`src/rtl/dmsl_pkg.sv`:
```
package dmsl_pkg;

    localparam int CHANNELS_DEF = 2;

    localparam int MODE_W    = 2;
    localparam int NOW_W     = 32;
    localparam int SPEED_W   = 16;
    localparam int CTRL_W    = 11;
    localparam int DRIVE_W   = 10;
    localparam int TIMEOUT_W = 16;
    localparam int DWELL_W   = 16;
    localparam int STEP_W    = 10;
    localparam int LIMIT_W   = 10;

    localparam int CFG_IDX_W  = 2;
    localparam int CFG_DATA_W = 16;

    // input tdata layout
    localparam int S_NOW_LSB   = 0;
    localparam int S_OK_BIT    = S_NOW_LSB + NOW_W;
    localparam int S_LEFT_LSB  = S_OK_BIT + 1;
    localparam int S_RIGHT_LSB = S_LEFT_LSB + SPEED_W;
    localparam int S_USED_W    = S_RIGHT_LSB + SPEED_W;
    localparam int S_TDATA_W   = ((S_USED_W + 7) / 8) * 8;

    // result tdata layout
    localparam int M_ACC_BIT  = 0;
    localparam int M_DW_BIT   = 1;
    localparam int M_LF_LSB   = 2;
    localparam int M_LR_LSB   = M_LF_LSB + DRIVE_W;
    localparam int M_RF_LSB   = M_LR_LSB + DRIVE_W;
    localparam int M_RR_LSB   = M_RF_LSB + DRIVE_W;
    localparam int M_USED_W   = M_RR_LSB + DRIVE_W;
    localparam int M_TDATA_W  = ((M_USED_W + 7) / 8) * 8;

    localparam logic [TIMEOUT_W-1:0] TIMEOUT_RST = 16'd250;
    localparam logic [DWELL_W-1:0]   DWELL_RST   = 16'd50;
    localparam logic [STEP_W-1:0]    STEP_RST    = 10'd35;
    localparam logic [LIMIT_W-1:0]   LIMIT_RST   = 10'd1000;

    typedef enum logic [MODE_W-1:0] {
        MODE_TICK    = 2'd0,
        MODE_ARM     = 2'd1,
        MODE_COMMAND = 2'd2,
        MODE_STOP    = 2'd3
    } mode_t;

    typedef enum logic [CFG_IDX_W-1:0] {
        CFG_TIMEOUT = 2'd0,
        CFG_DWELL   = 2'd1,
        CFG_STEP    = 2'd2,
        CFG_LIMIT   = 2'd3
    } cfg_idx_t;

endpackage

```
`src/rtl/dual_motor_slew_limiter_with_watchdog.sv`:
```
// Slew-limited drive for two motor channels with a command watchdog.
// Input channel s_*: one event per transfer (tick, arm, command, stop) with a
// timestamp, a health flag and two signed commanded speeds.
// Result channel m_*: exactly one result per event: accepted flag,
// drive_written flag and forward/reverse drive magnitudes of both channels.
// Configuration channel cfg_*: register index and data, always ready; write
// only while no event is in flight.
// An event passes the input register, then the result register, before it
// shows on m_tvalid. One event per cycle while m_tready is not held low; the
// whole state update is a single pass of logic between the two registers.
// Reset (aresetn low, synchronous): disarmed, no fault, all targets and drive
// levels zero, registers back to timeout 250, dwell 50, step 35, limit 1000.
// When the receiver stalls, the result register holds and one more event is
// held in the input register; s_tready then drops until m_tready returns.
module dual_motor_slew_limiter_with_watchdog
    import dmsl_pkg::*;
#(
    parameter int CHANNELS = CHANNELS_DEF
) (
    input  logic                  aclk,
    input  logic                  aresetn,
    input  logic                  s_tvalid,
    output logic                  s_tready,
    // now, ok, left_speed, right_speed, zero fill
    input  logic [S_TDATA_W-1:0]  s_tdata,
    // mode
    input  logic [MODE_W-1:0]     s_tuser,
    output logic                  m_tvalid,
    input  logic                  m_tready,
    // accepted, drive_written, left_forward, left_reverse, right_forward,
    // right_reverse, zero fill
    output logic [M_TDATA_W-1:0]  m_tdata,
    input  logic                  cfg_valid,
    output logic                  cfg_ready,
    input  logic [CFG_IDX_W-1:0]  cfg_index,
    input  logic [CFG_DATA_W-1:0] cfg_data
);

    localparam int REP_CH = 2;

    // configuration
    logic [TIMEOUT_W-1:0] timeout_reg;
    logic [DWELL_W-1:0]   dwell_reg;
    logic [STEP_W-1:0]    step_reg;
    logic [LIMIT_W-1:0]   limit_reg;

    // input register
    logic                      in_valid_reg;
    mode_t                     in_mode_reg;
    logic [NOW_W-1:0]          in_now_reg;
    logic                      in_ok_reg;
    logic signed [SPEED_W-1:0] in_left_reg;
    logic signed [SPEED_W-1:0] in_right_reg;

    // result register
    logic                 out_valid_reg, out_valid_next;
    logic [M_TDATA_W-1:0] out_data_reg, out_data_next;

    // block state
    logic                     armed_reg, armed_next;
    logic                     fault_reg, fault_next;
    logic signed [CTRL_W-1:0] target_reg [CHANNELS];
    logic signed [CTRL_W-1:0] target_next [CHANNELS];
    logic signed [CTRL_W-1:0] pout_reg [CHANNELS];
    logic signed [CTRL_W-1:0] pout_next [CHANNELS];
    logic                     pend_reg [CHANNELS];
    logic                     pend_next [CHANNELS];
    logic [NOW_W-1:0]         zrt_reg [CHANNELS];
    logic [NOW_W-1:0]         zrt_next [CHANNELS];
    logic [NOW_W-1:0]         lct_reg, lct_next;

    // per-channel slew results
    logic signed [CTRL_W-1:0] slew_out [CHANNELS];
    logic                     slew_pend [CHANNELS];
    logic                     slew_mark [CHANNELS];

    logic advance;
    logic process;

    assign advance   = !out_valid_reg || m_tready;
    assign process   = in_valid_reg && advance;
    assign s_tready  = !in_valid_reg || advance;
    assign m_tvalid  = out_valid_reg;
    assign m_tdata   = out_data_reg;
    assign cfg_ready = 1'b1;

    always_ff @(posedge aclk) begin
        if (!aresetn) begin
            timeout_reg <= TIMEOUT_RST;
            dwell_reg   <= DWELL_RST;
            step_reg    <= STEP_RST;
            limit_reg   <= LIMIT_RST;
        end else if (cfg_valid) begin
            unique case (cfg_idx_t'(cfg_index))
                CFG_TIMEOUT: timeout_reg <= cfg_data[TIMEOUT_W-1:0];
                CFG_DWELL:   dwell_reg   <= cfg_data[DWELL_W-1:0];
                CFG_STEP:    step_reg    <= cfg_data[STEP_W-1:0];
                CFG_LIMIT:   limit_reg   <= cfg_data[LIMIT_W-1:0];
            endcase
        end
    end

    always_ff @(posedge aclk) begin
        if (!aresetn) begin
            in_valid_reg <= 1'b0;
        end else if (s_tready) begin
            in_valid_reg <= s_tvalid;
        end
    end

    always_ff @(posedge aclk) begin
        if (s_tready && s_tvalid) begin
            in_mode_reg  <= mode_t'(s_tuser);
            in_now_reg   <= s_tdata[S_NOW_LSB +: NOW_W];
            in_ok_reg    <= s_tdata[S_OK_BIT];
            in_left_reg  <= s_tdata[S_LEFT_LSB +: SPEED_W];
            in_right_reg <= s_tdata[S_RIGHT_LSB +: SPEED_W];
        end
    end

    // slew toward target, reversal through zero with dwell
    always_comb begin
        logic signed [CTRL_W-1:0] o;
        logic signed [CTRL_W-1:0] t;
        logic signed [CTRL_W:0]   up;
        logic signed [CTRL_W:0]   dn;
        logic signed [CTRL_W:0]   te;
        logic signed [CTRL_W-1:0] nv;
        logic                     o_pos, o_neg, t_pos, t_neg, rev, held;
        logic [NOW_W-1:0]         since;
        for (int i = 0; i < CHANNELS; i++) begin
            o     = pout_reg[i];
            o_neg = o[CTRL_W-1];
            o_pos = !o[CTRL_W-1] && (o != '0);
            t_neg = target_reg[i][CTRL_W-1];
            t_pos = !target_reg[i][CTRL_W-1] && (target_reg[i] != '0);
            rev   = (o_pos && t_neg) || (o_neg && t_pos);
            t     = rev ? '0 : target_reg[i];
            since = in_now_reg - zrt_reg[i];
            held  = pend_reg[i] && (since < {{(NOW_W-DWELL_W){1'b0}}, dwell_reg});
            te    = {t[CTRL_W-1], t};
            up    = {o[CTRL_W-1], o} + {{(CTRL_W+1-STEP_W){1'b0}}, step_reg};
            dn    = {o[CTRL_W-1], o} - {{(CTRL_W+1-STEP_W){1'b0}}, step_reg};
            if (o < t) begin
                nv = (up > te) ? t : up[CTRL_W-1:0];
            end else if (o > t) begin
                nv = (dn < te) ? t : dn[CTRL_W-1:0];
            end else begin
                nv = o;
            end
            if (held) begin
                slew_out[i]  = o;
                slew_pend[i] = 1'b1;
                slew_mark[i] = 1'b0;
            end else begin
                slew_out[i]  = nv;
                slew_pend[i] = rev && (nv == '0);
                slew_mark[i] = rev && (nv == '0);
            end
        end
    end

    always_comb begin
        logic signed [SPEED_W:0]  lim_pos, lim_neg, left_x, right_x;
        logic                     in_range, idle, timed_out, acc, dw;
        logic signed [CTRL_W-1:0] rep [REP_CH];
        logic [CTRL_W-1:0]        mag [REP_CH];
        logic [DRIVE_W-1:0]       fwd [REP_CH];
        logic [DRIVE_W-1:0]       rvs [REP_CH];

        armed_next = armed_reg;
        fault_next = fault_reg;
        lct_next   = lct_reg;
        for (int i = 0; i < CHANNELS; i++) begin
            target_next[i] = target_reg[i];
            pout_next[i]   = pout_reg[i];
            pend_next[i]   = pend_reg[i];
            zrt_next[i]    = zrt_reg[i];
        end

        lim_pos   = {{(SPEED_W+1-LIMIT_W){1'b0}}, limit_reg};
        lim_neg   = -lim_pos;
        left_x    = {in_left_reg[SPEED_W-1], in_left_reg};
        right_x   = {in_right_reg[SPEED_W-1], in_right_reg};
        in_range  = (left_x >= lim_neg) && (left_x <= lim_pos) &&
                    (right_x >= lim_neg) && (right_x <= lim_pos);
        idle = 1'b1;
        for (int i = 0; i < CHANNELS; i++) begin
            if (pout_reg[i] != '0) begin
                idle = 1'b0;
            end
        end
        timed_out = armed_reg &&
                    ((in_now_reg - lct_reg) >= {{(NOW_W-TIMEOUT_W){1'b0}}, timeout_reg});
        acc = 1'b0;
        dw  = 1'b0;

        if (process) begin
            unique case (in_mode_reg)
                MODE_STOP: begin
                    dw         = 1'b1;
                    armed_next = 1'b0;
                    fault_next = 1'b1;
                    for (int i = 0; i < CHANNELS; i++) begin
                        target_next[i] = '0;
                        pout_next[i]   = '0;
                        pend_next[i]   = 1'b0;
                    end
                end
                MODE_ARM: begin
                    if (in_ok_reg && !armed_reg && idle) begin
                        acc        = 1'b1;
                        fault_next = 1'b0;
                        armed_next = 1'b1;
                        lct_next   = in_now_reg;
                        for (int i = 0; i < CHANNELS; i++) begin
                            target_next[i] = '0;
                        end
                    end
                end
                MODE_COMMAND: begin
                    if (armed_reg && !fault_reg && in_range) begin
                        acc      = 1'b1;
                        lct_next = in_now_reg;
                        for (int i = 0; i < CHANNELS; i++) begin
                            if (i == 0) begin
                                target_next[i] = in_left_reg[CTRL_W-1:0];
                            end else if (i == 1) begin
                                target_next[i] = in_right_reg[CTRL_W-1:0];
                            end else begin
                                target_next[i] = '0;
                            end
                        end
                    end
                end
                MODE_TICK: begin
                    dw = 1'b1;
                    if (!in_ok_reg || timed_out) begin
                        armed_next = 1'b0;
                        fault_next = 1'b1;
                        for (int i = 0; i < CHANNELS; i++) begin
                            target_next[i] = '0;
                            pout_next[i]   = '0;
                            pend_next[i]   = 1'b0;
                        end
                    end else if (!armed_reg || fault_reg) begin
                        for (int i = 0; i < CHANNELS; i++) begin
                            pout_next[i] = '0;
                        end
                    end else begin
                        for (int i = 0; i < CHANNELS; i++) begin
                            pout_next[i] = slew_out[i];
                            pend_next[i] = slew_pend[i];
                            if (slew_mark[i]) begin
                                zrt_next[i] = in_now_reg;
                            end
                        end
                    end
                end
            endcase
        end

        for (int c = 0; c < REP_CH; c++) begin
            rep[c] = '0;
        end
        for (int c = 0; c < REP_CH && c < CHANNELS; c++) begin
            rep[c] = dw ? pout_next[c] : '0;
        end
        for (int c = 0; c < REP_CH; c++) begin
            mag[c] = -rep[c];
            fwd[c] = (!rep[c][CTRL_W-1]) ? rep[c][DRIVE_W-1:0] : '0;
            rvs[c] = rep[c][CTRL_W-1] ? mag[c][DRIVE_W-1:0] : '0;
        end

        out_data_next = '0;
        out_data_next[M_ACC_BIT]               = acc;
        out_data_next[M_DW_BIT]                = dw;
        out_data_next[M_LF_LSB +: DRIVE_W]     = fwd[0];
        out_data_next[M_LR_LSB +: DRIVE_W]     = rvs[0];
        out_data_next[M_RF_LSB +: DRIVE_W]     = fwd[1];
        out_data_next[M_RR_LSB +: DRIVE_W]     = rvs[1];

        out_valid_next = advance ? in_valid_reg : out_valid_reg;
    end

    always_ff @(posedge aclk) begin
        if (!aresetn) begin
            out_valid_reg <= 1'b0;
            armed_reg     <= 1'b0;
            fault_reg     <= 1'b0;
            lct_reg       <= '0;
            for (int i = 0; i < CHANNELS; i++) begin
                target_reg[i] <= '0;
                pout_reg[i]   <= '0;
                pend_reg[i]   <= 1'b0;
                zrt_reg[i]    <= '0;
            end
        end else begin
            out_valid_reg <= out_valid_next;
            armed_reg     <= armed_next;
            fault_reg     <= fault_next;
            lct_reg       <= lct_next;
            for (int i = 0; i < CHANNELS; i++) begin
                target_reg[i] <= target_next[i];
                pout_reg[i]   <= pout_next[i];
                pend_reg[i]   <= pend_next[i];
                zrt_reg[i]    <= zrt_next[i];
            end
        end
    end

    always_ff @(posedge aclk) begin
        if (process) begin
            out_data_reg <= out_data_next;
        end
    end

endmodule

```
`config.mk`:
```
export PLATFORM = sky130hd
export DESIGN_NAME = dual_motor_slew_limiter_with_watchdog
export DESIGN_NICKNAME = d
export VERILOG_FILES = /design/src/rtl/dmsl_pkg.sv /design/src/rtl/dual_motor_slew_limiter_with_watchdog.sv
export SDC_FILE = /design/constraint.sdc
export NUM_CORES = 1
export LEC_CHECK = 0
export ABC_AREA = 1
export BUFFER_PORTS_ARGS = -buffer_cell sky130_fd_sc_hd__buf_2
export CAP_MARGIN = 5
export CORE_MARGIN = 3
export CORE_UTILIZATION = 25
export CTS_CLUSTER_DIAMETER = 80
export DETAILED_ROUTE_END_ITERATION = 10
export PLACE_DENSITY = 0.36
export SLEW_MARGIN = 10
export SYNTH_ARGS = -nofsm -noshare
export SYNTH_HDL_FRONTEND = slang
export SYNTH_SLANG_ARGS = --single-unit
```
`constraint.sdc`:
```
create_clock -name aclk -period 9.2 [get_ports aclk]
set_clock_uncertainty 0.1 [all_clocks]
set_input_delay 0.92 -clock aclk [delete_from_list [all_inputs] [get_ports aclk]]
set_output_delay 0.92 -clock aclk [all_outputs]
set_load 0.1 [all_outputs]
```
=== Word level (Yosys, flattened, before mapping) ===
Memory sizes are Yosys's and may differ from the RTL's.
Cells that the tools add are included.

* Add/subtract/negate cells: 10
* Magnitude comparators: 15
* Reduce and logical (&&, ||, !) cells: 54
* Bitwise logic cells: 8
* Muxes and demuxes: 63
* Eq/ne operators: 9

{| class="wikitable"
|+ Operators with widths
! operator !! number
|-
| 64-bit 2-to-1 mux || 4
|-
| 11-bit 2-to-1 mux || 18
|-
| 32-bit 2-to-1 mux || 6
|-
| 22-bit 2-to-1 mux || 7
|-
| 32-bit subtractor || 3
|-
| 22-bit case mux with 4 select lines || 1
|-
| 32-bit by 16-bit less-than comparator with 1-bit output || 2
|-
| 32-bit case mux with 2 select lines || 1
|-
| 22-bit case mux with 2 select lines || 1
|-
| 11-bit nonzero test || 4
|-
| 16-bit by 17-bit greater-or-equal comparator with 1-bit output || 2
|-
| 32-bit by 16-bit greater-or-equal comparator with 1-bit output || 1
|-
| 16-bit by 11-bit less-or-equal comparator with 1-bit output || 2
|-
| 11-bit by 11-bit adder with 12-bit output || 2
|-
| 12-bit by 11-bit greater-than comparator with 1-bit output || 2
|-
| 12-bit by 11-bit less-than comparator with 1-bit output || 2
|-
| 11-bit by 11-bit subtractor with 12-bit output || 2
|-
| 11-bit greater-than comparator || 2
|-
| 1-bit logical AND || 22
|-
| 11-bit zero test || 2
|-
| 11-bit less-than comparator || 2
|-
| 10-bit negation || 2
|-
| 1-bit 2-to-1 mux || 18
|-
| 10-bit negation with 17-bit output || 1
|-
| other kinds (16) || 50
|}

* Word-level logic and storage cells: 182
* Memories kept: 4
* Register bits: 197
* RAM bits: 110
* Output and inout bits: 51
* Input bits: 97

{| class="wikitable"
|+ Memories
! memory !! words !! bits a word !! rd ports !! clocked after Yosys merged registers in !! write ports !! line !! source
|-
| zrt_reg || 2 || 32 || 2 || 0 || 2 || dual_motor_slew_limiter_with_watchdog.sv:68 || <nowiki>logic [NOW_W-1:0] zrt_reg [CHANNELS];</nowiki>
|-
| pout_reg || 2 || 11 || 2 || 0 || 2 || dual_motor_slew_limiter_with_watchdog.sv:64 || <nowiki>logic signed [CTRL_W-1:0] pout_reg [CHANNELS];</nowiki>
|-
| target_reg || 2 || 11 || 2 || 0 || 2 || dual_motor_slew_limiter_with_watchdog.sv:62 || <nowiki>logic signed [CTRL_W-1:0] target_reg [CHANNELS];</nowiki>
|-
| pend_reg || 2 || 1 || 2 || 0 || 2 || dual_motor_slew_limiter_with_watchdog.sv:66 || <nowiki>logic pend_reg [CHANNELS];</nowiki>
|}

=== Depth between registers and ports, before layout ===
Gate-level depths: netlist (run 1).
An unclocked memory read counts as a cell.

* Depth after elaboration: 19
* Depth in mapped cells: 37
* Depth with buffers taken out: 35

=== Worst setup path after synthesis (run 1) ===
Ideal clock, no wire load.

* Path type: reg-to-reg
* From: reg step_reg[1]
* To: reg out_data_reg[38] (netlist: m_tdata[38]), data pin
* Data required time: 8.839 ns
* Arrival: 4.176 ns
* Setup slack: 4.662 ns
* Path buffers: 1
* Library setup time: 0.261 ns
* Period minus slack after synthesis: 4.538 ns
* Cell stages (with the launch flop): 30
* Path through: dfxtp_1 inv_1 ha_1 o31ai_1 nand4_1 nand3_1 a21oi_1 o21bai_1 xor2_1 inv_1 ha_1 nand2_1 nor2_1 nand3_1 o2111ai_1 nand2_1 o21ai_0 nand2_1 clkbuf_1 a21oi_1 o21ai_1 nand3_1 nand2_1 nand2_1 ha_1 nand3_2 nor2_1 nand2_1 nor2_1 nor3b_2

* Cells in the longest elaborated chain, start to end: 12
* Elaborated cells between the ends (all ways): 15
* Classes of those cells: add/sub (3); order compare (2); mux (10)

{| class="wikitable"
|+ RTL lines
! element !! line !! source
|-
| start: declaration || dual_motor_slew_limiter_with_watchdog.sv:44 || <nowiki>logic [STEP_W-1:0] step_reg;</nowiki>
|-
| start signal: assignment || dual_motor_slew_limiter_with_watchdog.sv:97 || <nowiki>CFG_STEP: step_reg <= cfg_data[STEP_W-1:0];</nowiki>
|-
| 11-bit by 11-bit subtractor with 12-bit output || dual_motor_slew_limiter_with_watchdog.sv:143 || <nowiki>dn = {o[CTRL_W-1], o} - {{(CTRL_W+1-STEP_W){1'b0}}, step_reg};</nowiki>
|-
| 12-bit by 11-bit less-than comparator with 1-bit output || dual_motor_slew_limiter_with_watchdog.sv:147 || <nowiki>nv = (dn < te) ? t : dn[CTRL_W-1:0];</nowiki>
|-
| 11-bit 2-to-1 mux || dual_motor_slew_limiter_with_watchdog.sv:147 ||
|-
| 11-bit 2-to-1 mux || dual_motor_slew_limiter_with_watchdog.sv:146 || <nowiki>end else if (o > t) begin</nowiki>
|-
| 11-bit 2-to-1 mux (*) || dual_motor_slew_limiter_with_watchdog.sv:144 || <nowiki>if (o < t) begin</nowiki>
|-
| 11-bit 2-to-1 mux (*) || dual_motor_slew_limiter_with_watchdog.sv:151 || <nowiki>if (held) begin</nowiki>
|-
| 22-bit 2-to-1 mux (*) || dual_motor_slew_limiter_with_watchdog.sv:246 || <nowiki>end else if (!armed_reg || fault_reg) begin</nowiki>
|-
| 22-bit 2-to-1 mux (*) || dual_motor_slew_limiter_with_watchdog.sv:238 || <nowiki>if (!in_ok_reg || timed_out) begin</nowiki>
|-
| 22-bit case mux with 2 select lines (*) || dual_motor_slew_limiter_with_watchdog.sv:199 || <nowiki>unique case (in_mode_reg)</nowiki>
|-
| 22-bit 2-to-1 mux (*) || dual_motor_slew_limiter_with_watchdog.sv:198 || <nowiki>if (process) begin</nowiki>
|-
| 11-bit 2-to-1 mux (*) || dual_motor_slew_limiter_with_watchdog.sv:267 || <nowiki>rep[c] = dw ? pout_next[c] : '0;</nowiki>
|-
| 10-bit negation || dual_motor_slew_limiter_with_watchdog.sv:270 || <nowiki>mag[c] = -rep[c];</nowiki>
|-
| end signal: assignment || dual_motor_slew_limiter_with_watchdog.sv:314 || <nowiki>out_data_reg <= out_data_next;</nowiki>
|-
| end: declaration || dual_motor_slew_limiter_with_watchdog.sv:57 || <nowiki>logic [M_TDATA_W-1:0] out_data_reg, out_data_next;</nowiki>
|}

Mark *: on every way between the ends. The rest lies on a longest branch, timed or not.
A chain may end at the register's enable or synchronous reset.

==> results of run 1 <==
stage by stage:
| step | setup WS, ns | hold WS (ns) | cell area (um2) | utilization (%) | power, mW |
|---|---|---|---|---|---|
| global route | 2.32 | 0.337 | 29100 | 28.8 | 4.34 |
| global placement | 2.96 | 0.350 | 27500 | 27.3 | 2.33 |
| floorplan | 4.66 | 0.333 | 25500 | - | 2.08 |
| finish | 3.01 | 0.357 | 29100 | 28.8 | 4.09 |
| detailed placement | 3.02 | 0.354 | 27500 | 27.3 | 2.33 |
| CTS | 3.00 | 0.321 | 29100 | 28.8 | 4.18 |
metal layers:
metal | track usage, % | vias to the layer above | wire [um]
met3 | 1.88 | 98 | 2680
met2 | 29.4 | 352 | 43100
met1 | 22.9 | 10800 | 43800
met5 | 0 | - | 0
met4 | 4.56 | 0 | 2270
li1 | - | 12400 | -
area by class of cell:
cell class,instances,area [um2]
Multi-Input combinational cell,2797,15900
Fill cell,11400,71700
Tap cell,1357,1700
Clock buffer,59,1260
Timing Repair Buffer,142,736
Inverter,512,1930
Sequential cell,307,7240
Clock inverter,25,278
cells in the mapped netlist, types with 24 or more instances:
cell,number,area [um2]
a21oi_1,354,1770
clkbuf_1,40,150
dfxtp_1,198,3960
edfxtp_1,109,3270
ha_1,304,3800
inv_1,474,1780
inv_2,32,120
nand2_1,912,3420
nand3_1,167,836
nand4_1,51,319
nor2_1,445,1670
nor3_1,42,210
o211ai_1,30,225
o21ai_0,158,791
o21ai_1,24,120
xor2_1,82,718
where the power goes:
group | total (mW) | switching (mW) | internal, mW
clock | 1.80 | 0.711 | 1.09
sequential | 1.50 | 0.0479 | 1.45
combinational | 0.791 | 0.550 | 0.240
logic make-up (layout without fill, tap and decap cells):
family	after synthesis	after routing	share of synthesized area (%)
and+or+nand+nor	1724	1724	29.1
adders and majority gates	311	311	15.5
other	2	7	0.0294
buffers and inverters	594	738	9.36
DFF	307	307	28.4
AOI/OAI and AO/OA	661	661	14.5
xor gates and xnor gates	94	94	3.23
worst max-delay path, stage by stage (launching register included):
cell,delay (ns)
dfxtp_1,0.52
inv_1,0.26
ha_1,0.37
o31ai_1,0.46
nand4_1,0.14
nand3_1,0.16
a21oi_1,0.08
o21bai_1,0.21
xor2_1,0.17
inv_1,0.08
ha_1,0.29
nand2_1,0.08
nor2_1,0.06
nand3_1,0.08
o2111ai_1,0.09
nand2_1,0.06
o21ai_0,0.08
nand2_1,0.38
clkinv_1,0.45
nand2_1,0.15
o211ai_1,0.09
nand3_1,0.19
nand4_1,0.12
nor2_2,0.21
nand4_4,0.70
nand2_1,0.27
nand2_1,0.07
nor2_1,0.11
path summary, 6_finish.rpt:
kind | start | end | slack (ns) | cells past startpoint
max | step_reg[1] | zrt_reg[0][57] | 3.01 | 27
min | lct_reg[22] | lct_reg[22] | 0.36 | 2
max reg2reg | step_reg[1] | zrt_reg[0][57] | 3.01 | 27
min reg2reg | lct_reg[22] | lct_reg[22] | 0.36 | 2
==> summary.txt, run 1 <==
Cells and area
  – Non-filler cells, final: 5199
  – Final nets: 4213
  – Area Growth Syn to Fin: 13.9%
  – Commonest non-fill, non-tap cell in the layout: nand2_1
  – Number of diodes: 0
  – Layout cells sized above 1: 8.98%
  – Max reg flops: 64
  – Commonest cells after routing, fill and taps aside: 911 x nand2_1, 471 x inv_1, 445 x nor2_1

GRT
  – Largest net degree at the start of global routing: 80
  – Gr usage total: 17.2%
  – Initial antenna violation count: 0
  – Grt ovf: 0
  – Vias in the first global route: 23200
  – Global-route wire length before repair: 142 mm

Power
  – Pwr/cell area: 141 mW/mm2
  – Maximum VDD drop: 125 uV
  – Leak Pwr: 13.6 nW

Clock tree
  – CTS Buf Count: 45
  – Clock root cell: clkbuf_16
  – Hold-fix buffers at CTS: 0
  – Post-CTS sizing: 0
  – H-tree depth: 2
  – Max clock buf depth: 3
  – Clock Sinks: 307
  – Reg clk slew, reported paths: 0.06 ns
  – Post-CTS Setup Inserts: 0
  – TritonCTS clock tree: yes
  – Clk_lat worst skew: 0.62 ns

Critical path
  – Worst Path Max Fanout: 64
  – Req. time, crit path: 9.64 ns
  – Crit path capture type: flop
  – Crit path DAT: 6.64 ns
  – Crit Path Category: reg2reg
  – CP Launch Type: flop

Logic synthesis
  – Cells after synthesis: 3693
  – Synth cell types: 71
  – Number of flops mapped to enable cells by yosys: 109
  – Ys async rst share: 0%
  – Sequential share of the synthesized area: 28.4%
  – Synth Flop Type: dfxtp_1
  – Synth Cell Area: 0.0255 mm2
  – Ys Warns: 0
  – Avg Cell Area, Syn: 6.91 um2
  – FF+latch count, synth: 307

Die
  – Die H: 325 um
  – Initial cell density of the core: 25.3%
  – Row cnt: 116
  – Top-level I/O count: 148
  – Die outline width: 325 um
  – Core box area: 0.101 mm2
  – DIE AREA: 0.106 mm2

STA
  – RSZ-0062 raised after global routing: false
  – Worst slew pin tran: 1.08 ns
  – Slew margin rel.: 28.0%
  – Fin. Hold Viols: 0
  – Minimum clock period: 6.19 ns
  – Fmax: 0.161 GHz
  – Final setup vio count: 0
  – Tcrit/Tclk final: 67.3%
  – Slew Viols, Final: 0
  – Setup TNS: 0 ns

Placement
  – Port-buffer cells: 133
  – Placed cell count: 5115
  – Dpl hpwl: 75.1 mm
  – RePlAce Congestion: 0.870

Routing
  – Starting DRT DRC Count: 1388
  – WL/cell: 17.7 um
  – Vias post-DR: 23600
  – Drt pass-1 iters: 5
  – Routed WL: 91.8 mm
  – Vias per inst: 4.54
  – Antenna Nets Post-Route: 0
  – DRC viols: 0

Job
  – Max-cap violations: 0

Status
  – Status: complete, no violations

Worst hold path
  – Hold Path Class: reg2reg
No activity file was read; power rests on OpenSTA's default activity.
==> run 2, diff against run 1 <==
--- a/config.mk
+++ b/config.mk
@@ -5,7 +5,7 @@
 export SDC_FILE = /design/constraint.sdc
 export NUM_CORES = 1
 export LEC_CHECK = 0
-export ABC_AREA = 1
+export ABC_AREA = 0
 export BUFFER_PORTS_ARGS = -buffer_cell sky130_fd_sc_hd__buf_2
 export CAP_MARGIN = 5
 export CORE_MARGIN = 3
==> constraint.sdc (replaced) <==
create_clock -name aclk -period 6 [get_ports aclk]
set_clock_uncertainty 0.1 [all_clocks]
set_input_delay 0.6 -clock aclk [delete_from_list [all_inputs] [get_ports aclk]]
set_output_delay 0.6 -clock aclk [all_outputs]
set_load 0.1 [all_outputs]
==> summary.txt, run 2 <==
Status
  – Status: complete, no violations

STA
  – Worst slew pin tran: 1.13 ns (+0.0500 ns)
  – Fin. Hold Viols: 0 (unchanged)
  – RSZ-0062 raised after global routing: true
  – Setup WS post-layout: 0.175 ns (-2.83 ns)
  – Fmax: 0.172 GHz (+6.4%)
  – Slew margin rel.: 24.7% (-3.3 points)
  – Slew Viols, Final: 0 (unchanged)
  – Minimum clock period: 5.82 ns (-0.370 ns)
  – Final setup vio count: 0 (unchanged)
  – Tcrit/Tclk final: 97.1% (+30 points)

Placement
  – Port-buffer cells: 133 (unchanged)
  – Dpl ws: -0.267 ns (-3.29 ns)
  – DP Area: 0.0302 mm2 (+9.8%)
  – RePlAce Congestion: 0.930 (+6.9%)
  – Dpl hpwl: 83.1 mm (+11%)

Critical path
  – Req. time, crit path: 6.40 ns (-3.24 ns)
  – Crit Path Category: reg2reg
  – Worst Path Max Fanout: 10 (-84%)
  – CP Buf/Inv Count: 7 (+4)
  – Crit path DAT: 6.23 ns (-0.41 ns)
  – Top cell by count, worst path: buf_4
  – Slowest cell delay on critical path: 0.35 ns (-0.35 ns)
  – Crit path capture type: flop
  – CP Launch Type: flop
  – Crit-path slowest cell: dfxtp_1
  – CP delay by family, top: compound AO/OA/AOI/OAI gates

Routing
  – Antenna Nets Post-Route: 0 (unchanged)
  – Routed WL: 102 mm (+11%)
  – Vias per inst: 4.97 (+9.4%)
  – Vias post-DR: 24000 (+1.7%)
  – DRC viols: 0 (unchanged)
  – Drt pass-1 iters: 5 (unchanged)
  – WL/cell: 21.2 um (+20%)
  – Starting DRT DRC Count: 1347 (-3.0%)

Logic synthesis
  – Synth Cell Area: 0.0256 mm2 (+0.36%)
  – Commonest cells post-synth: 304 x ha_1, 242 x nand2_1, 232 x inv_1
  – FF+latch count, synth: 307 (unchanged)
  – Sequential share of the synthesized area: 28.3% (-0.10 points)
  – Top-area cell type share of the netlist area: 15.5% (-0.056 points)
  – Synth Flop Type: dfxtp_1
  – Avg Cell Area, Syn: 8.53 um2 (+24%)
  – Most numerous cell in the Yosys netlist: ha_1
  – Ys Warns: 0 (unchanged)
  – Ys async rst share: 0% (unchanged)
  – Number of flops mapped to enable cells by yosys: 109 (unchanged)
  – Synth cell types: 104 (+46%)
  – Cell taking the most area after synthesis: dfxtp_1
  – Cells after synthesis: 3001 (-19%)
  – Largest cells by area after synthesis: dfxtp_1 15%, ha_1 15%, edfxtp_1 13%

Power
  – Leak Pwr: 13.7 nW (+0.94%)
  – Pwr/cell area: 191 mW/mm2 (+36%)
  – Maximum VDD drop: 181 uV (+45%)

Die
  – Die H: 326 um (+0.18%)
  – DIE AREA: 0.106 mm2 (+0.36%)
  – Die outline width: 326 um (+0.18%)
  – Row cnt: 116 (unchanged)
  – Top-level I/O count: 148 (unchanged)
  – Initial cell density of the core: 25.4% (+0.055 points)
  – Core box area: 0.101 mm2 (+0.14%)

Cells and area
  – Area Growth Syn to Fin: 27.0%
  – Final core utilization: 32.2% (+3.4 points)
  – Final instance area: 0.0325 mm2 (+12%)
  – Max reg flops: 64 (unchanged)
  – Layout cells sized above 1: 21.4% (+12 points)
  – Commonest non-fill, non-tap cell in the layout: buf_4
  – Commonest cells after routing, fill and taps aside: 361 x buf_4, 287 x ha_1, 236 x nand2_1
  – Final nets: 3845 (-8.7%)

Worst hold path
  – Hold Path Class: in2reg

Clock tree
  – Max clock buf depth: 3 (unchanged)
  – Clk_lat worst skew: 0.61 ns (about the same)
  – Clock Sinks: 307 (unchanged)
  – CTS Buf Count: 45 (unchanged)
  – TritonCTS clock tree: yes
  – Reg clk slew, reported paths: 0.06 ns (about the same)
  – Clock root cell: clkbuf_16
  – H-tree depth: 2 (unchanged)
  – Hold-fix buffers at CTS: 0 (unchanged)

GRT
  – Gr usage total: 18.7% (+1.6 points)
  – Largest net degree at the start of global routing: 110 (+38%)
  – Grt ovf: 0 (unchanged)
  – Global-route wire length before repair: 153 mm (+8.1%)
  – Vias in the first global route: 24300 (+4.6%)
  – Initial antenna violation count: 1 (+1)

Job
  – Max-cap violations: 0 (unchanged)
[run 2: cell count changes after synthesis, moves of 55 or more]
cell,delta
nand2_1,-670
nor2_1,-268
inv_1,-242
a21boi_0,+55
mux2i_1,+120
xnor2_1,+60
a21oi_1,-185
nand3_1,-98
nor2b_1,+132
[run 2: repair_timing]
item	in CTS	in global routing
gates resized for setup	47	77
cloned	0	1
pin swaps	30	44
endpoints found under the setup margin	66	118
setup buffers	6	12
[run 2: layout make-up]
type | instances | area, um2
Multi-Input combinational cell | 2344 | 17600
Clock inverter | 30 | 312
Antenna cell | 1 | 2.50
Tap cell | 1357 | 1700
Sequential cell | 307 | 7240
Fill cell | 10700 | 68300
Clock buffer | 54 | 1200
Timing Repair Buffer | 506 | 3590
Inverter | 233 | 875
[run 2: worst reg2reg max path, cell delays in order, from the launching register on]
cell,delay (ns)
dfxtp_1,0.35
inv_2,0.10
ha_1,0.32
nor2b_1,0.15
o2111a_1,0.27
nor3_2,0.30
nor2_1,0.11
buf_4,0.16
a211o_1,0.31
ha_1,0.32
a21o_1,0.19
a311oi_1,0.33
buf_4,0.17
o2111a_1,0.23
o211ai_1,0.11
buf_4,0.21
buf_4,0.15
nand3_1,0.06
a31oi_1,0.10
mux2_4,0.35
nor3_2,0.18
nand4b_1,0.24
nand4b_4,0.25
buf_12,0.16
buf_12,0.18
mux2i_1,0.16
and2_1,0.15
[run 2: path summary, 6_finish.rpt]
kind | start | to | slack (ns) | cells past startpoint
setup / recovery | step_reg[1] | zrt_reg[0][1] | 0.18 | 26
hold / removal | s_tdata[22] | in_now_reg[22] | 0.06 | 1
hold reg to reg | timeout_reg[11] | timeout_reg[11] | 0.37 | 2
setup reg to reg | step_reg[1] | zrt_reg[0][1] | 0.18 | 26
[run 2: logic make-up after synthesis]
family | share of synthesized area, %
adders and majority gates | 15.4
other | 0.0293
xor gates and xnor gates | 3.69
and+or+nand+nor | 19.7
muxes | 5.26
DFF | 28.3
AOI/OAI and AO/OA | 22.1
buffers and inverters | 5.52
[run 2: power breakdown]
group	switching [mW]	internal, mW
clock	1.11	1.62
combinational	0.753	0.471
sequential	0.0623	2.22
total	1.92	4.31
[run 2: stage by stage]
step	std cells	total power, mW	hold WS (ns)	TNS, ns
floorplan	3006	3.07	0.343	0
global placement	4728	3.50	0.358	-7.14
detailed placement	4728	3.51	0.363	-6.36
CTS	4818	6.34	0.00136	0
global route	4831	6.56	0.0152	-0.259
finish	4832	6.23	0.0616	0
[run 2: per-layer routing]
metal  GRT usage, %  share of wire (%)  wire length [um]
met1           23.6                 44             45100
met5              0                  0                 0
met4           5.62                3.1              3210
met3           2.03                3.1              3190
met2           33.5                 50             50800
==> run 3, diff against run 2 <==
--- a/config.mk
+++ b/config.mk
@@ -8,11 +8,14 @@
 export ABC_AREA = 0
 export BUFFER_PORTS_ARGS = -buffer_cell sky130_fd_sc_hd__buf_2
 export CAP_MARGIN = 5
+export CELL_PAD_IN_SITES_DETAIL_PLACEMENT = 1
+export CELL_PAD_IN_SITES_GLOBAL_PLACEMENT = 1
 export CORE_MARGIN = 3
 export CORE_UTILIZATION = 25
 export CTS_CLUSTER_DIAMETER = 80
 export DETAILED_ROUTE_END_ITERATION = 10
-export PLACE_DENSITY = 0.36
+export PLACE_DENSITY = 0.45
+export SETUP_SLACK_MARGIN = 0.4
 export SLEW_MARGIN = 10
 export SYNTH_ARGS = -nofsm -noshare
 export SYNTH_HDL_FRONTEND = slang
==> summary.txt, run 3 (synthesis gave the netlist of run 2 again) <==
Routing
  – WL/cell: 22.8 um (+7.6%)
  – Drt pass-1 iters: 5 (unchanged)
  – Starting DRT DRC Count: 866 (-36%)
  – DRC viols: 0 (unchanged)
  – Antenna Nets Post-Route: 0 (unchanged)
  – Vias per inst: 5.08 (+2.3%)
  – Routed WL: 111 mm (+8.7%)
  – Vias post-DR: 24800 (+3.4%)

GRT
  – Met2 Track Usage GR: 36.4% (+2.9 points)
  – Gr busiest metal: met2
  – Gr usage total: 20.1% (+1.4 points)
  – Global-route wire length before repair: 164 mm (+7.3%)
  – M3 GR Usage: 2.40% (+0.37 points)
  – Met1 Use GR: 24.1% (+0.50 points)
  – Grt ovf: 0 (unchanged)
  – Vias in the first global route: 26400 (+8.7%)
  – Largest net degree at the start of global routing: 104 (-5.5%)
  – Initial antenna violation count: 2 (+1)

STA
  – Slew Viols, Final: 0 (unchanged)
  – Setup TNS: 0 ns (unchanged)
  – Slew margin rel.: 34.4% (+9.7 points)
  – RSZ-0062 raised after global routing: true
  – Fin. Hold Viols: 0 (unchanged)
  – Fmax: 0.172 GHz (+0.13%)
  – Final setup vio count: 0 (unchanged)
  – Final hold slack: 0.0558 ns (-0.00586 ns)
  – Worst slew pin tran: 0.983 ns (-0.146 ns)
  – Tcrit/Tclk final: 97.0% (-0.13 points)
  – Minimum clock period: 5.82 ns (-0.00750 ns)

Clock tree
  – Reg clk slew, reported paths: 0.06 ns (about the same)
  – CTS Buf Count: 44 (-2.2%)
  – Clock Sinks: 307 (unchanged)
  – TritonCTS clock tree: yes
  – Clk_lat worst skew: 0.62 ns (about the same)
  – H-tree depth: 2 (unchanged)
  – Clock root cell: clkbuf_16
  – Max clock buf depth: 3 (unchanged)

Power
  – Pwr/cell area: 181 mW/mm2 (-5.4%)
  – Leak Pwr: 14.2 nW (+3.9%)
  – Maximum VDD drop: 204 uV (+13%)
  – Total power: 6.24 mW (+0.25%)

Cells and area
  – Commonest non-fill, non-tap cell in the layout: buf_4
  – Layout cells sized above 1: 27.6% (+6.2 points)
  – Filler cell count: 11600 (+9.0%)
  – Max reg flops: 64 (unchanged)
  – Commonest cells after routing, fill and taps aside: 356 x buf_4, 269 x ha_1, 237 x nand2_1
  – Sequential standard cell area: 0.00726 mm2 (+0.33%)
  – Area Growth Syn to Fin: 34.7%
  – Footprint of the multi-input gates: 0.0188 mm2 (+7.0%)
  – Non-filler cells, final: 4882 (+1.0%)
  – Number of diodes: 0 (-1)
  – Final nets: 3897 (+1.4%)
  – Final core utilization: 34.2% (+1.9 points)

Placement
  – Placed cell count: 4666 (-1.3%)
  – RePlAce Congestion: 0.877 (-5.7%)
  – Dpl hpwl: 87.1 mm (+4.8%)
  – Port-buffer cells: 133 (unchanged)

Die
  – Die outline width: 326 um (unchanged)
  – Top-level I/O count: 148 (unchanged)
  – Core box area: 0.101 mm2 (unchanged)
  – Die H: 326 um (unchanged)
  – Initial cell density of the core: 25.4% (unchanged)
  – DIE AREA: 0.106 mm2 (unchanged)
  – Row cnt: 116 (unchanged)

Job
  – Max-cap violations: 0 (unchanged)

Critical path
  – Crit Path Category: reg2reg
  – Crit path DAT: 6.08 ns (-0.15 ns)
  – CP Launch Type: flop
  – Req. time, crit path: 6.26 ns (-0.14 ns)
  – Worst Path Max Fanout: 4 (-6)
  – Crit path capture type: flop

Status
  – Status: complete, no violations

Worst hold path
  – Hold Path Class: in2reg
## run 3: changes by cell type in the layout (fill, tap and decap cells not counted), sizes merged
cell	previous run	this run
dlygate4sd3	0	2
clkbuf	55	60
nand2	243	244
bufinv	4	3
clkinvlp	7	4
diode	1	0
clkinv	15	10
buf	505	554
inv	237	240
## run 3: metrics by stage
step	area, um2	worst slack, ns
after floorplan	25700	0.409
after global placement	29800	-0.159
after detailed placement	29800	-0.191
after CTS	32600	0.101
after global routing	34500	-0.0626
final	34500	0.183
## run 3: area by class of cell
| type | instances | area share (%) |
|---|---|---|
| timing repair buffer | 558 | 12.6 |
| clock inverter | 24 | 0.784 |
| clock buffer | 58 | 3.47 |
| sequential | 307 | 21.1 |
| multi-input combinational | 2345 | 54.7 |
| tap | 1357 | 4.92 |
| inverter | 233 | 2.54 |
## run 3: worst max-delay path, cell delays in order, from the launching register on
cell and delay [ns]:
edfxtp_1 0.41, inv_2 0.12, buf_6 0.11, ha_4 0.15, fa_2 0.22, nor2b_2 0.06
o31a_1 0.31, o21a_1 0.22, a211o_1 0.34, xor2_1 0.15, ha_1 0.28, nand4_1 0.14
nor2_2 0.06, a221oi_2 0.24, o211ai_1 0.14, nor4_1 0.20, nand4_1 0.17, nor4_2 0.27
nand4b_1 0.23, or4b_4 0.55, buf_8 0.15, o211ai_1 0.23, ha_2 0.31, o31ai_4 0.09
nor3_2 0.21, nor3b_2 0.07
## run 3: what timing repair did
item,4_1_cts,5_1_grt
setup endpoints to repair,142,150
buffers inserted,53,67
gates cloned,8,4
hold buffers,2,0
endpoints found under the hold margin,2,0
pin swaps,74,111
resized for setup,170,287
## run 3: report_power, final
group	switching, mW	internal, mW
sequential	0.0573	2.22
combinational	0.800	0.504
clock	1.10	1.56
## run 3: worst paths after layout
kind	startpoint	endpoint	slack [ns]	depth (start not counted)
worst min-delay path	s_tdata[16]	in_now_reg[16]	0.06	1
worst min register to register	dwell_reg[7]	dwell_reg[7]	0.38	2
worst max register to register	in_now_reg[0]	m_tdata[40]	0.18	25
worst max-delay path	in_now_reg[0]	m_tdata[40]	0.18	25
## run 3: layer usage
| metal | routed length [um] | vias up |
|---|---|---|
| met5 | 0 | - |
| met4 | 4660 | 0 |
| met3 | 3110 | 184 |
| met2 | 55700 | 421 |
| met1 | 47800 | 12200 |
| li1 | - | 12000 |
